File: src/hw/rtl/sme_pkg.sv
// Types, codes and constants of the stack machine executor
`timescale 1ns / 1ps

package sme_pkg;

	localparam int unsigned DATA_W = 32;
	localparam int unsigned DEPTH_W = 11;
	localparam int unsigned KIND_W = 3;
	localparam int unsigned STATUS_W = 2;
	localparam int unsigned CNT_W = $clog2(DATA_W);
	localparam int unsigned STACK_DEPTH_DEF = 1024;

	localparam logic [KIND_W-1:0] KIND_PUSH  = 3'd0;
	localparam logic [KIND_W-1:0] KIND_POP   = 3'd1;
	localparam logic [KIND_W-1:0] KIND_ADD   = 3'd2;
	localparam logic [KIND_W-1:0] KIND_SUB   = 3'd3;
	localparam logic [KIND_W-1:0] KIND_MUL   = 3'd4;
	localparam logic [KIND_W-1:0] KIND_DIV   = 3'd5;
	localparam logic [KIND_W-1:0] KIND_PRINT = 3'd6;

	localparam logic [STATUS_W-1:0] ST_OK    = 2'd0;
	localparam logic [STATUS_W-1:0] ST_OVER  = 2'd1;
	localparam logic [STATUS_W-1:0] ST_UNDER = 2'd2;
	localparam logic [STATUS_W-1:0] ST_DIVZ  = 2'd3;

	typedef struct packed {
		logic [KIND_W-1:0]        kind;
		logic signed [DATA_W-1:0] immediate;
	} sme_in_t;

	typedef struct packed {
		logic [STATUS_W-1:0]      status;
		logic                     printed;
		logic signed [DATA_W-1:0] print_value;
		logic [DEPTH_W-1:0]       depth;
	} sme_out_t;

	typedef struct packed {
		logic              start;
		logic [DATA_W-1:0] dividend;
		logic [DATA_W-1:0] divisor;
	} sme_div_req_t;

	typedef struct packed {
		logic              done;
		logic [DATA_W-1:0] quotient;
	} sme_div_rsp_t;

endpackage

File: src/hw/rtl/sme_div.sv
// Iterative signed divider, one quotient bit per cycle, truncating toward zero
`timescale 1ns / 1ps

module sme_div (
	input  logic                  clk,
	input  logic                  arst_n,
	input  sme_pkg::sme_div_req_t req,
	output sme_pkg::sme_div_rsp_t rsp
);

	logic                          busy_q;
	logic                          done_q;
	logic [sme_pkg::CNT_W-1:0]     cnt_q;
	logic [sme_pkg::DATA_W-1:0]    rem_q;
	logic [sme_pkg::DATA_W-1:0]    quo_q;
	logic [sme_pkg::DATA_W-1:0]    dmag_q;
	logic                          neg_q;
	logic [sme_pkg::DATA_W-1:0]    nmag;
	logic [sme_pkg::DATA_W-1:0]    dmag;
	logic [sme_pkg::DATA_W:0]      rem_sh;
	logic [sme_pkg::DATA_W:0]      trial;

	assign nmag = req.dividend[sme_pkg::DATA_W-1] ? (~req.dividend + 1'b1) : req.dividend;
	assign dmag = req.divisor[sme_pkg::DATA_W-1] ? (~req.divisor + 1'b1) : req.divisor;
	assign rem_sh = {rem_q, quo_q[sme_pkg::DATA_W-1]};
	assign trial = rem_sh - {1'b0, dmag_q};

	always_ff @(posedge clk or negedge arst_n) begin
		if (!arst_n) begin
			busy_q <= 1'b0;
			done_q <= 1'b0;
			cnt_q <= '0;
		end else begin
			done_q <= busy_q && !req.start && (cnt_q == sme_pkg::CNT_W'(sme_pkg::DATA_W - 1));
			if (req.start) begin
				busy_q <= 1'b1;
				cnt_q <= '0;
			end else if (busy_q) begin
				cnt_q <= cnt_q + 1'b1;
				if (cnt_q == sme_pkg::CNT_W'(sme_pkg::DATA_W - 1)) begin
					busy_q <= 1'b0;
				end
			end
		end
	end

	always_ff @(posedge clk) begin
		if (req.start) begin
			rem_q <= '0;
			quo_q <= nmag;
			dmag_q <= dmag;
			neg_q <= req.dividend[sme_pkg::DATA_W-1] ^ req.divisor[sme_pkg::DATA_W-1];
		end else if (busy_q) begin
			if (!trial[sme_pkg::DATA_W]) begin
				rem_q <= trial[sme_pkg::DATA_W-1:0];
				quo_q <= {quo_q[sme_pkg::DATA_W-2:0], 1'b1};
			end else begin
				rem_q <= rem_sh[sme_pkg::DATA_W-1:0];
				quo_q <= {quo_q[sme_pkg::DATA_W-2:0], 1'b0};
			end
		end
	end

	assign rsp.done = done_q;
	assign rsp.quotient = neg_q ? (~quo_q + 1'b1) : quo_q;

endmodule

File: config.mk
export PLATFORM = sky130hd
export DESIGN_NAME = sme_div
export DESIGN_NICKNAME = d
export VERILOG_FILES = /design/src/hw/rtl/sme_pkg.sv /design/src/hw/rtl/sme_div.sv
export SDC_FILE = /design/constraint.sdc
export NUM_CORES = 1
export LEC_CHECK = 0
export ABC_AREA = 0
export BUFFER_PORTS_ARGS = -buffer_cell sky130_fd_sc_hd__buf_2
export CELL_PAD_IN_SITES_DETAIL_PLACEMENT = 1
export CELL_PAD_IN_SITES_GLOBAL_PLACEMENT = 1
export CORE_MARGIN = 1
export CORE_UTILIZATION = 48
export DETAILED_ROUTE_END_ITERATION = 8
export GPL_ROUTABILITY_DRIVEN = 0
export PLACE_DENSITY = 0.95
export SLEW_MARGIN = 10
export SYNTH_ARGS = -nofsm -noshare
export SYNTH_HDL_FRONTEND = slang
export SYNTH_SLANG_ARGS = --single-unit
File: constraint.sdc
create_clock -name clk -period 8.43 [get_ports clk]
set_input_delay 0.843 -clock clk [delete_from_list [all_inputs] [get_ports clk]]
set_output_delay 0.843 -clock clk [all_outputs]
set_load 0.02 [all_outputs]
==> results.env, run 1 <==
FINAL-SETUP-VIOL-COUNT=0
WORST_REL_SLEW_SLACK_PCT=20.12
GATE_COUNT_AFTER_TECHNOLOGY_MAPPING=902
SYNTH_TOP_AREA_SHARE_PCT=24.73
NET-SWITCHING-POWER_uW=1023
DETAIL-ROUTE-ANTENNA-NETS=0
IOS=100
GLOBAL_ROUTE_WIRE_LENGTH_BEFORE_REPAIR_UM=38560
DIE_W_UM=130.2
WORST-SLEW-PIN-TRANSITION_NS=1.198
YS.FLOP_TYPE='sky130_fd_sc_hd__edfxtp_1'
CLOCK_TREE.BUFFER_DEPTH=2
CTS_RESIZED=0
DR_TOTAL_VIAS=7512
PWR-SHARE-CLK_PCT=19.7
YS.WARNINGS.COUNT=0
CORE_AREA_SQ_UM=15940
VDD_IR_DROP_MAX_mV=0.1620
ROW_COUNT=46
VIA_COUNT_OF_THE_FIRST_GLOBAL_ROUTING_PASS=7621
SEQUENTIAL_FRACTION_OF_THE_SYNTHESIS_AREA_PCT=35.07
SYNTH.AVG_CELL_AREA_SQ_UM=8.749
ASYNC_SR_FLOP_FRACTION_PCT=6.731
FIN_TNS_SETUP_NS=0
CELLINTERNALPOWER_uW=1362
PLACE_HPWL_UM=17260
SEQPWRFRAC_PCT=31.5
FINALHOLDVIOLCOUNT=0
SYNTHESIS.AREA_SQ_UM=7891
WORSTPATHMAXFANOUT=25
DR.PASS1.ITERS=5
NUMBER_OF_ENABLE_FLIP_FLOP_CELLS_AFTER_SYNTHESIS=65
WORST_EP_REQUIRED_TIME_NS=8.68
CLKSLEWWORSTSETUPHOLDPATHS_NS=0.07
NUMBER_OF_BUFFERS_ADDED_BY_THE_CLOCK_TREE_SYNTHESIS_STEP=9
YS_FF_LATCH=104
UNREPAIRED_SETUP_ENDPOINTS_AFTER_GLOBAL_ROUTING='no'
CTS_TREE='built'
SYNTH_CELL_TYPE_COUNT=67
PERIOD_SHARE_PCT=55.35
TRITONCTS_NUM_SINKS=104
ROOT_BUFFER='sky130_fd_sc_hd__clkbuf_16'
NUMPORTBUFFERS=99
POST-LAYOUT-TOTAL-POWER_uW=2385
MAXCAPVIOLCOUNT=0
CLOCK_TREE.HTREE_LEVEL_COUNT=3
SKEW_NS=0.006719
FINAL_COMMON_CELL='sky130_fd_sc_hd__buf_2'
INITIAL_UTILIZATION_PCT=49.50
CLKLATENCYLATEPIN_NS=0.36
GRT_ANTENNA_BEFORE_REPAIR=0
OVERFLOW=0
FINALCRITICALPERIOD_NS=4.666
FIRST_ITER_VIOLATIONS=561
TOTALWIRELENGTH_UM=23870
HP_CLASS='in -> async'
VIAS_PER_CELL=6.307
LAYOUT.CELLS.MOST_COMMON_LIST='98 x sky130_fd_sc_hd__buf_2, 75 x sky130_fd_sc_hd__nor2_1, 72 x sky130_fd_sc_hd__xnor2_1'
DIODES=0
FINAL_LAYOUT_SIZE_SUFFIX_GT1_SHARE_PCT=14.67
WORST_SETUP_PATH_START_KIND='flip-flop'
WORSTPATHARRIVAL_NS=4.91
SYNTH_AREA_LEADERS='sky130_fd_sc_hd__edfxtp_1 25%, sky130_fd_sc_hd__dfxtp_1 8.1%, sky130_fd_sc_hd__xnor2_1 8.0%, sky130_fd_sc_hd__ha_1 5.9%, sky130_fd_sc_hd__a21oi_1 4.4%'
TIMING.FMAX_MHz=214.3
DIEAREA_SQ_UM=16960
DRC=0
ROUTED_WIRE_LENGTH_PER_INSTANCE_UM=20.04
GROUTE.USAGE.OVERALL_PCT=29.23
SWITCHING_SHARE_PCT=42.89
VERTICAL_EXTENT_OF_THE_DIE_UM=130.2
LAYOUT-AREA-OVERHEAD-VS-SYNTH_PCT=12.10
TIMING_WORST_SETUP_PATH_TYPE='reg -> reg'
POSTCTSSETUPREPAIRBUFS=0
SYN_NETS=1007
STATIC-LEAKAGE-POWER_uW=0.003514
DOMINANT_CELL_TYPE_BY_AREA_AFTER_SYNTHESIS='sky130_fd_sc_hd__edfxtp_1'
TIMING.CRITICAL_PATH.TO_TYPE='flip-flop'
RESULT_OF_THE_RUN='finished, final reports clean'
MAX_TRANSITION_VIOLS_FINAL=0
LAYOUT.NETS=1075
GRT_MAX_DEGREE=105
COMB_POWER_SHARE_PCT=48.8
CTS_HOLD_BUFFERS=0
POWER_DENSITY_nW_PER_UM2=269.6
[registers in the layout, indices dropped and copies added (netlist names)]
signal  flops
rem_q      32
quo_q      32
busy_q      1
done_q      1
neg_q       1
cnt_q       5
dmag_q     32
[power by group through the flow]
stage	registers, uW	clock network (uW)	logic, uW
detailed placement	755	0	1120
finish	751	470	1160
CTS	746	473	1150
global placement	746	0	1060
floorplan	714	0	829
global route	760	488	1270
[metrics by stage]
step                      hold WS, ns  util, %  area [sq um]  setup slack, ns  cells
after floorplan                0.4734        -          7891            4.641    902
after global placement         0.4934    53.46          8523            4.260   1175
after detailed placement       0.5073    53.46          8523            3.992   1175
after CTS                      0.3006    55.49          8846            3.904   1191
after global routing           0.3059    55.49          8846            3.496   1191
final                          0.3000    55.49          8846            3.764   1191
[cell usage after synthesis (4+ instances only)]
cell type	instances
sky130_fd_sc_hd__and3_1	13
sky130_fd_sc_hd__o31ai_1	24
sky130_fd_sc_hd__a31oi_1	7
sky130_fd_sc_hd__o41ai_1	19
sky130_fd_sc_hd__mux2i_1	4
sky130_fd_sc_hd__nor2_1	75
sky130_fd_sc_hd__dfrtp_1	7
sky130_fd_sc_hd__o2111ai_1	5
sky130_fd_sc_hd__or4_1	15
sky130_fd_sc_hd__o211ai_1	7
sky130_fd_sc_hd__a21oi_1	70
sky130_fd_sc_hd__nand2_1	56
sky130_fd_sc_hd__nor3_1	8
sky130_fd_sc_hd__inv_1	50
sky130_fd_sc_hd__clkbuf_1	44
sky130_fd_sc_hd__xor2_1	38
sky130_fd_sc_hd__nor4_1	4
sky130_fd_sc_hd__a311oi_1	17
sky130_fd_sc_hd__dfxtp_1	32
sky130_fd_sc_hd__ha_1	37
sky130_fd_sc_hd__o21a_1	6
sky130_fd_sc_hd__edfxtp_1	65
sky130_fd_sc_hd__or3_4	5
sky130_fd_sc_hd__xnor2_1	72
sky130_fd_sc_hd__nor2b_1	7
sky130_fd_sc_hd__or3_1	15
sky130_fd_sc_hd__or2_2	7
sky130_fd_sc_hd__o21ai_0	64
sky130_fd_sc_hd__a21o_1	10
sky130_fd_sc_hd__o311ai_0	5
sky130_fd_sc_hd__nand3_1	32
sky130_fd_sc_hd__a211oi_1	11
sky130_fd_sc_hd__nand2b_1	11
[worst paths after layout]
| path | cells after the start | slack [ns] | from | to |
|---|---|---|---|---|
| min reg2reg | 2 | 0.52 | rem_q[27] | rem_q[27] |
| max reg2reg | 11 | 3.76 | quo_q[31] | rem_q[21] |
| max | 11 | 3.76 | quo_q[31] | rem_q[21] |
| max in group asynchronous | 1 | 7.97 | arst_n | cnt_q[3] |
| min | 1 | 0.30 | arst_n | cnt_q[2] |
| min in group clk | 2 | 0.52 | rem_q[27] | rem_q[27] |
[kinds of logic after synthesis]
| kind of cell | share of synthesized area [%] |
|---|---|
| adders and majority gates | 6.120 |
| xor gates and xnor gates | 12.21 |
| muxes | 0.5074 |
| buffers and inverters | 4.757 |
| AOI/OAI and AO/OA | 23.94 |
| DFF | 35.07 |
| and+or+nand+nor | 17.39 |
[metal layers]
metal  vias to the layer above  part of all wire, %  GRT usage (%)  wire length [um]
met5                         -                    0              0                 0
met3                        59                  5.3          3.526              1266
li1                       3502                    -              -                 -
met2                       277                   49          50.84             11780
met1                      3674                   42          36.25             10090
met4                         0                  3.1          13.06               734
[area by class of cell]
type | count | area (sq um)
fillers | 1933 | 7097
multi-input cells | 700 | 4755
flip-flops and latches | 104 | 2768
repair buffers | 105 | 543.0
well taps | 216 | 270.3
clock buffers | 12 | 246.5
inverters | 50 | 187.7
clock inverters | 4 | 76.32
[critical path, cell delays in order (launching register included)]
cell and delay, ns:
sky130_fd_sc_hd__edfxtp_1 0.36, sky130_fd_sc_hd__inv_1 0.07, sky130_fd_sc_hd__ha_1 0.24, sky130_fd_sc_hd__fa_1 0.43, sky130_fd_sc_hd__nand2b_1 0.20, sky130_fd_sc_hd__a21o_1 0.20
sky130_fd_sc_hd__a211oi_1 0.40, sky130_fd_sc_hd__a31oi_1 0.28, sky130_fd_sc_hd__o31ai_2 0.51, sky130_fd_sc_hd__o31a_1 1.01, sky130_fd_sc_hd__nand2_1 0.39, sky130_fd_sc_hd__o311ai_0 0.45
(Power assumes the default switching activity.)
==> run 2, diff against run 1 <==
CORE_UTILIZATION = 41   (was 48)
PLACE_DENSITY = 0.88   (was 0.95)
clock period = 4.25 ns   (was 8.43 ns; I/O delays follow)
==> results.env, run 2 (synthesized netlist as in run 1, its figures left out) <==
RESULT_OF_THE_RUN='finished, final reports clean'
TIMING_WORST_SETUP_PATH_TYPE='reg -> out'
NUMPORTBUFFERS=99  # unchanged
TOP_SIGNAL_LAYER_USED='met4'
BIGGESTREGSBYFLOPS='dmag_q (32), quo_q (32), rem_q (32)'
MAXCAPVIOLCOUNT=0  # unchanged
ROW_COUNT=50  # +8.7%
MET1WIRELENGTH_UM=10400  # +3.1%
IOS=100  # unchanged
VDD_IR_DROP_MAX_mV=0.3020  # +86%
CLKSLEWWORSTSETUPHOLDPATHS_NS=0.07  # about the same
NUMBER_OF_BUFFERS_ADDED_BY_THE_CLOCK_TREE_SYNTHESIS_STEP=9  # unchanged
GRT_MAX_DEGREE=80  # -24%
DR.PASS1.ITERS=5  # unchanged
INITIAL_UTILIZATION_PCT=42.05  # -7.5 points
DETAIL-ROUTE-ANTENNA-NETS=0  # unchanged
VERTICAL_EXTENT_OF_THE_DIE_UM=140.7  # +8.1%
FINALHOLDVIOLCOUNT=0  # unchanged
WL_MET2_UM=10910  # -7.4%
WORST_SETUP_PATH_START_KIND='flip-flop'
GLOBAL_ROUTE_WIRE_LENGTH_BEFORE_REPAIR_UM=37290  # -3.3%
STATIC-LEAKAGE-POWER_uW=0.003524  # +0.30%
PLACE_HPWL_UM=17110  # -0.87%
CLKLATENCYLATEPIN_NS=0.37  # about the same
DIEAREA_SQ_UM=19810  # +17%
VIA_COUNT_OF_THE_FIRST_GLOBAL_ROUTING_PASS=7386  # -3.1%
OVERFLOW=0  # unchanged
GROUTE.USAGE.OVERALL_PCT=23.56  # -5.7 points
VIAS_PER_CELL=6.065  # -3.8%
ROUTED_WIRE_LENGTH_PER_INSTANCE_UM=18.75  # -6.4%
CORE_AREA_SQ_UM=18770  # +18%
LAYOUT.NETS=1079  # +0.37%
FINAL-SETUP-VIOL-COUNT=0  # unchanged
POSTLAYOUTCELLAREA_SQ_UM=8896  # +0.57%
DIE_W_UM=140.7  # +8.1%
POST-LAYOUT-TOTAL-POWER_uW=4618  # +94%
TIMING.FMAX_MHz=244.4
WORST-SLEW-PIN-TRANSITION_NS=0.9938  # -0.2044 ns
DR_TOTAL_VIAS=7357  # -2.1%
FINAL_LAYOUT_SIZE_SUFFIX_GT1_SHARE_PCT=15.32  # +0.66 points
DIODES=0  # unchanged
DRC=0  # unchanged
SKEW_NS=0.01060  # +0.003884 ns
FIN_WS_NS=0.1578  # -3.606 ns
POWER_DENSITY_nW_PER_UM2=519.1  # +93%
PLACED_CELLS=1196  # +1.8%
CTS_TREE='built'
TIMING.CRITICAL_PATH.TO_TYPE='output port'
GRT_ANTENNA_BEFORE_REPAIR=0  # unchanged
WORSTPATHARRIVAL_NS=3.67  # -1.24 ns
LAYOUT.CELLS.MOST_COMMON_LIST='98 x sky130_fd_sc_hd__buf_2, 75 x sky130_fd_sc_hd__nor2_1, 72 x sky130_fd_sc_hd__xnor2_1'
R2R_SLACK_NS=0.42  # -3.34 ns
ROOT_BUFFER='sky130_fd_sc_hd__clkbuf_16'
PLACED_AREA_SQ_UM=8568  # +0.53%
FINAL_COMMON_CELL='sky130_fd_sc_hd__buf_2'
FIRST_ITER_VIOLATIONS=418  # -25%
WORST_EP_REQUIRED_TIME_NS=3.83  # -4.85 ns
POSTCTSSETUPREPAIRBUFS=0  # unchanged
WORST_REL_SLEW_SLACK_PCT=33.75  # +14 points
NUM-FILL-CELLS=2270  # +17%
CLOCK_TREE.BUFFER_DEPTH=2  # unchanged
UNREPAIRED_SETUP_ENDPOINTS_AFTER_GLOBAL_ROUTING='no'
PERIOD_SHARE_PCT=96.29
MAX_TRANSITION_VIOLS_FINAL=0  # unchanged
TOTALWIRELENGTH_UM=22750  # -4.7%
HP_CLASS='in -> reg'
FINAL_CELLS=1213  # +1.8%
TRITONCTS_NUM_SINKS=104  # unchanged
FINALCRITICALPERIOD_NS=4.092
PLACE_WORST_SETUP_SLACK_NS=0.3135  # -3.679 ns
FIN_TNS_SETUP_NS=0  # unchanged
WL_MET3_UM=1109  # -12%
CLOCK_TREE.HTREE_LEVEL_COUNT=3  # unchanged
WORSTPATHMAXFANOUT=5  # -80%
LAYOUT-AREA-OVERHEAD-VS-SYNTH_PCT=12.73
## run 2: cell types whose count changed in the layout (fill, tap and decap cells not counted), sizes merged
| cell | before | now |
|---|---|---|
| buf | 105 | 108 |
| bufinv | 2 | 0 |
| clkbuf | 12 | 9 |
| clkinv | 0 | 1 |
| dlygate4sd3 | 0 | 1 |
| inv | 51 | 55 |
## run 2: critical path: stages, from the launching register on
cell	delay (ns)
sky130_fd_sc_hd__edfxtp_1	0.43
sky130_fd_sc_hd__or4_1	0.57
sky130_fd_sc_hd__or3_1	0.41
sky130_fd_sc_hd__or3_1	0.38
sky130_fd_sc_hd__or3_4	0.38
sky130_fd_sc_hd__or3_1	0.40
sky130_fd_sc_hd__o31ai_2	0.31
sky130_fd_sc_hd__xnor2_1	0.20
sky130_fd_sc_hd__buf_2	0.22
## run 2: path summary, 6_finish.rpt
check,from,to,cells after the start
max in group asynchronous,arst_n,cnt_q[0],2
worst min register to register,rem_q[4],rem_q[4],2
worst min-delay path,req[0],dmag_q[0],1
min in group asynchronous,arst_n,cnt_q[3],2
worst max-delay path,quo_q[8],rsp[31],8
worst max register to register,quo_q[31],rem_q[18],11
## run 2: timing repair
item,in CTS,in global routing
endpoints found under the setup margin,0,14
resized for setup,0,4
hold endpoints to repair,7,0
hold buffers,1,0
## run 2: layer usage
layer  GRT usage (%)  vias to the layer above
li1                -                     3503
met1           31.19                     3627
met2           40.56                      204
met3           2.514                       23
met4           6.865                        0
met5               0                        -
## run 2: power by group
group          switching (uW)  leakage [uW]  internal [uW]
registers                 208       0.00100           1290
logic                    1380       0.00238            895
clock network             433      0.000139            412
total                    2020       0.00352           2590
## run 2: cell type report
class	count	area (sq um)	share of cell area [%]
multi-input cells	700	4785	53.78
clock inverters	7	62.56	0.7032
flip-flops and latches	104	2768	31.11
clock buffers	9	225.2	2.532
repair buffers	109	575.6	6.470
inverters	50	187.7	2.110
well taps	234	292.8	3.291
## run 2: metrics by stage
step	hold WS (ns)	utilization, %
finish	0.3096	47.40
CTS	0.3037	47.24
global placement	0.2661	45.65
global route	0.3107	47.40
detailed placement	0.2675	45.65
floorplan	0.1294	-
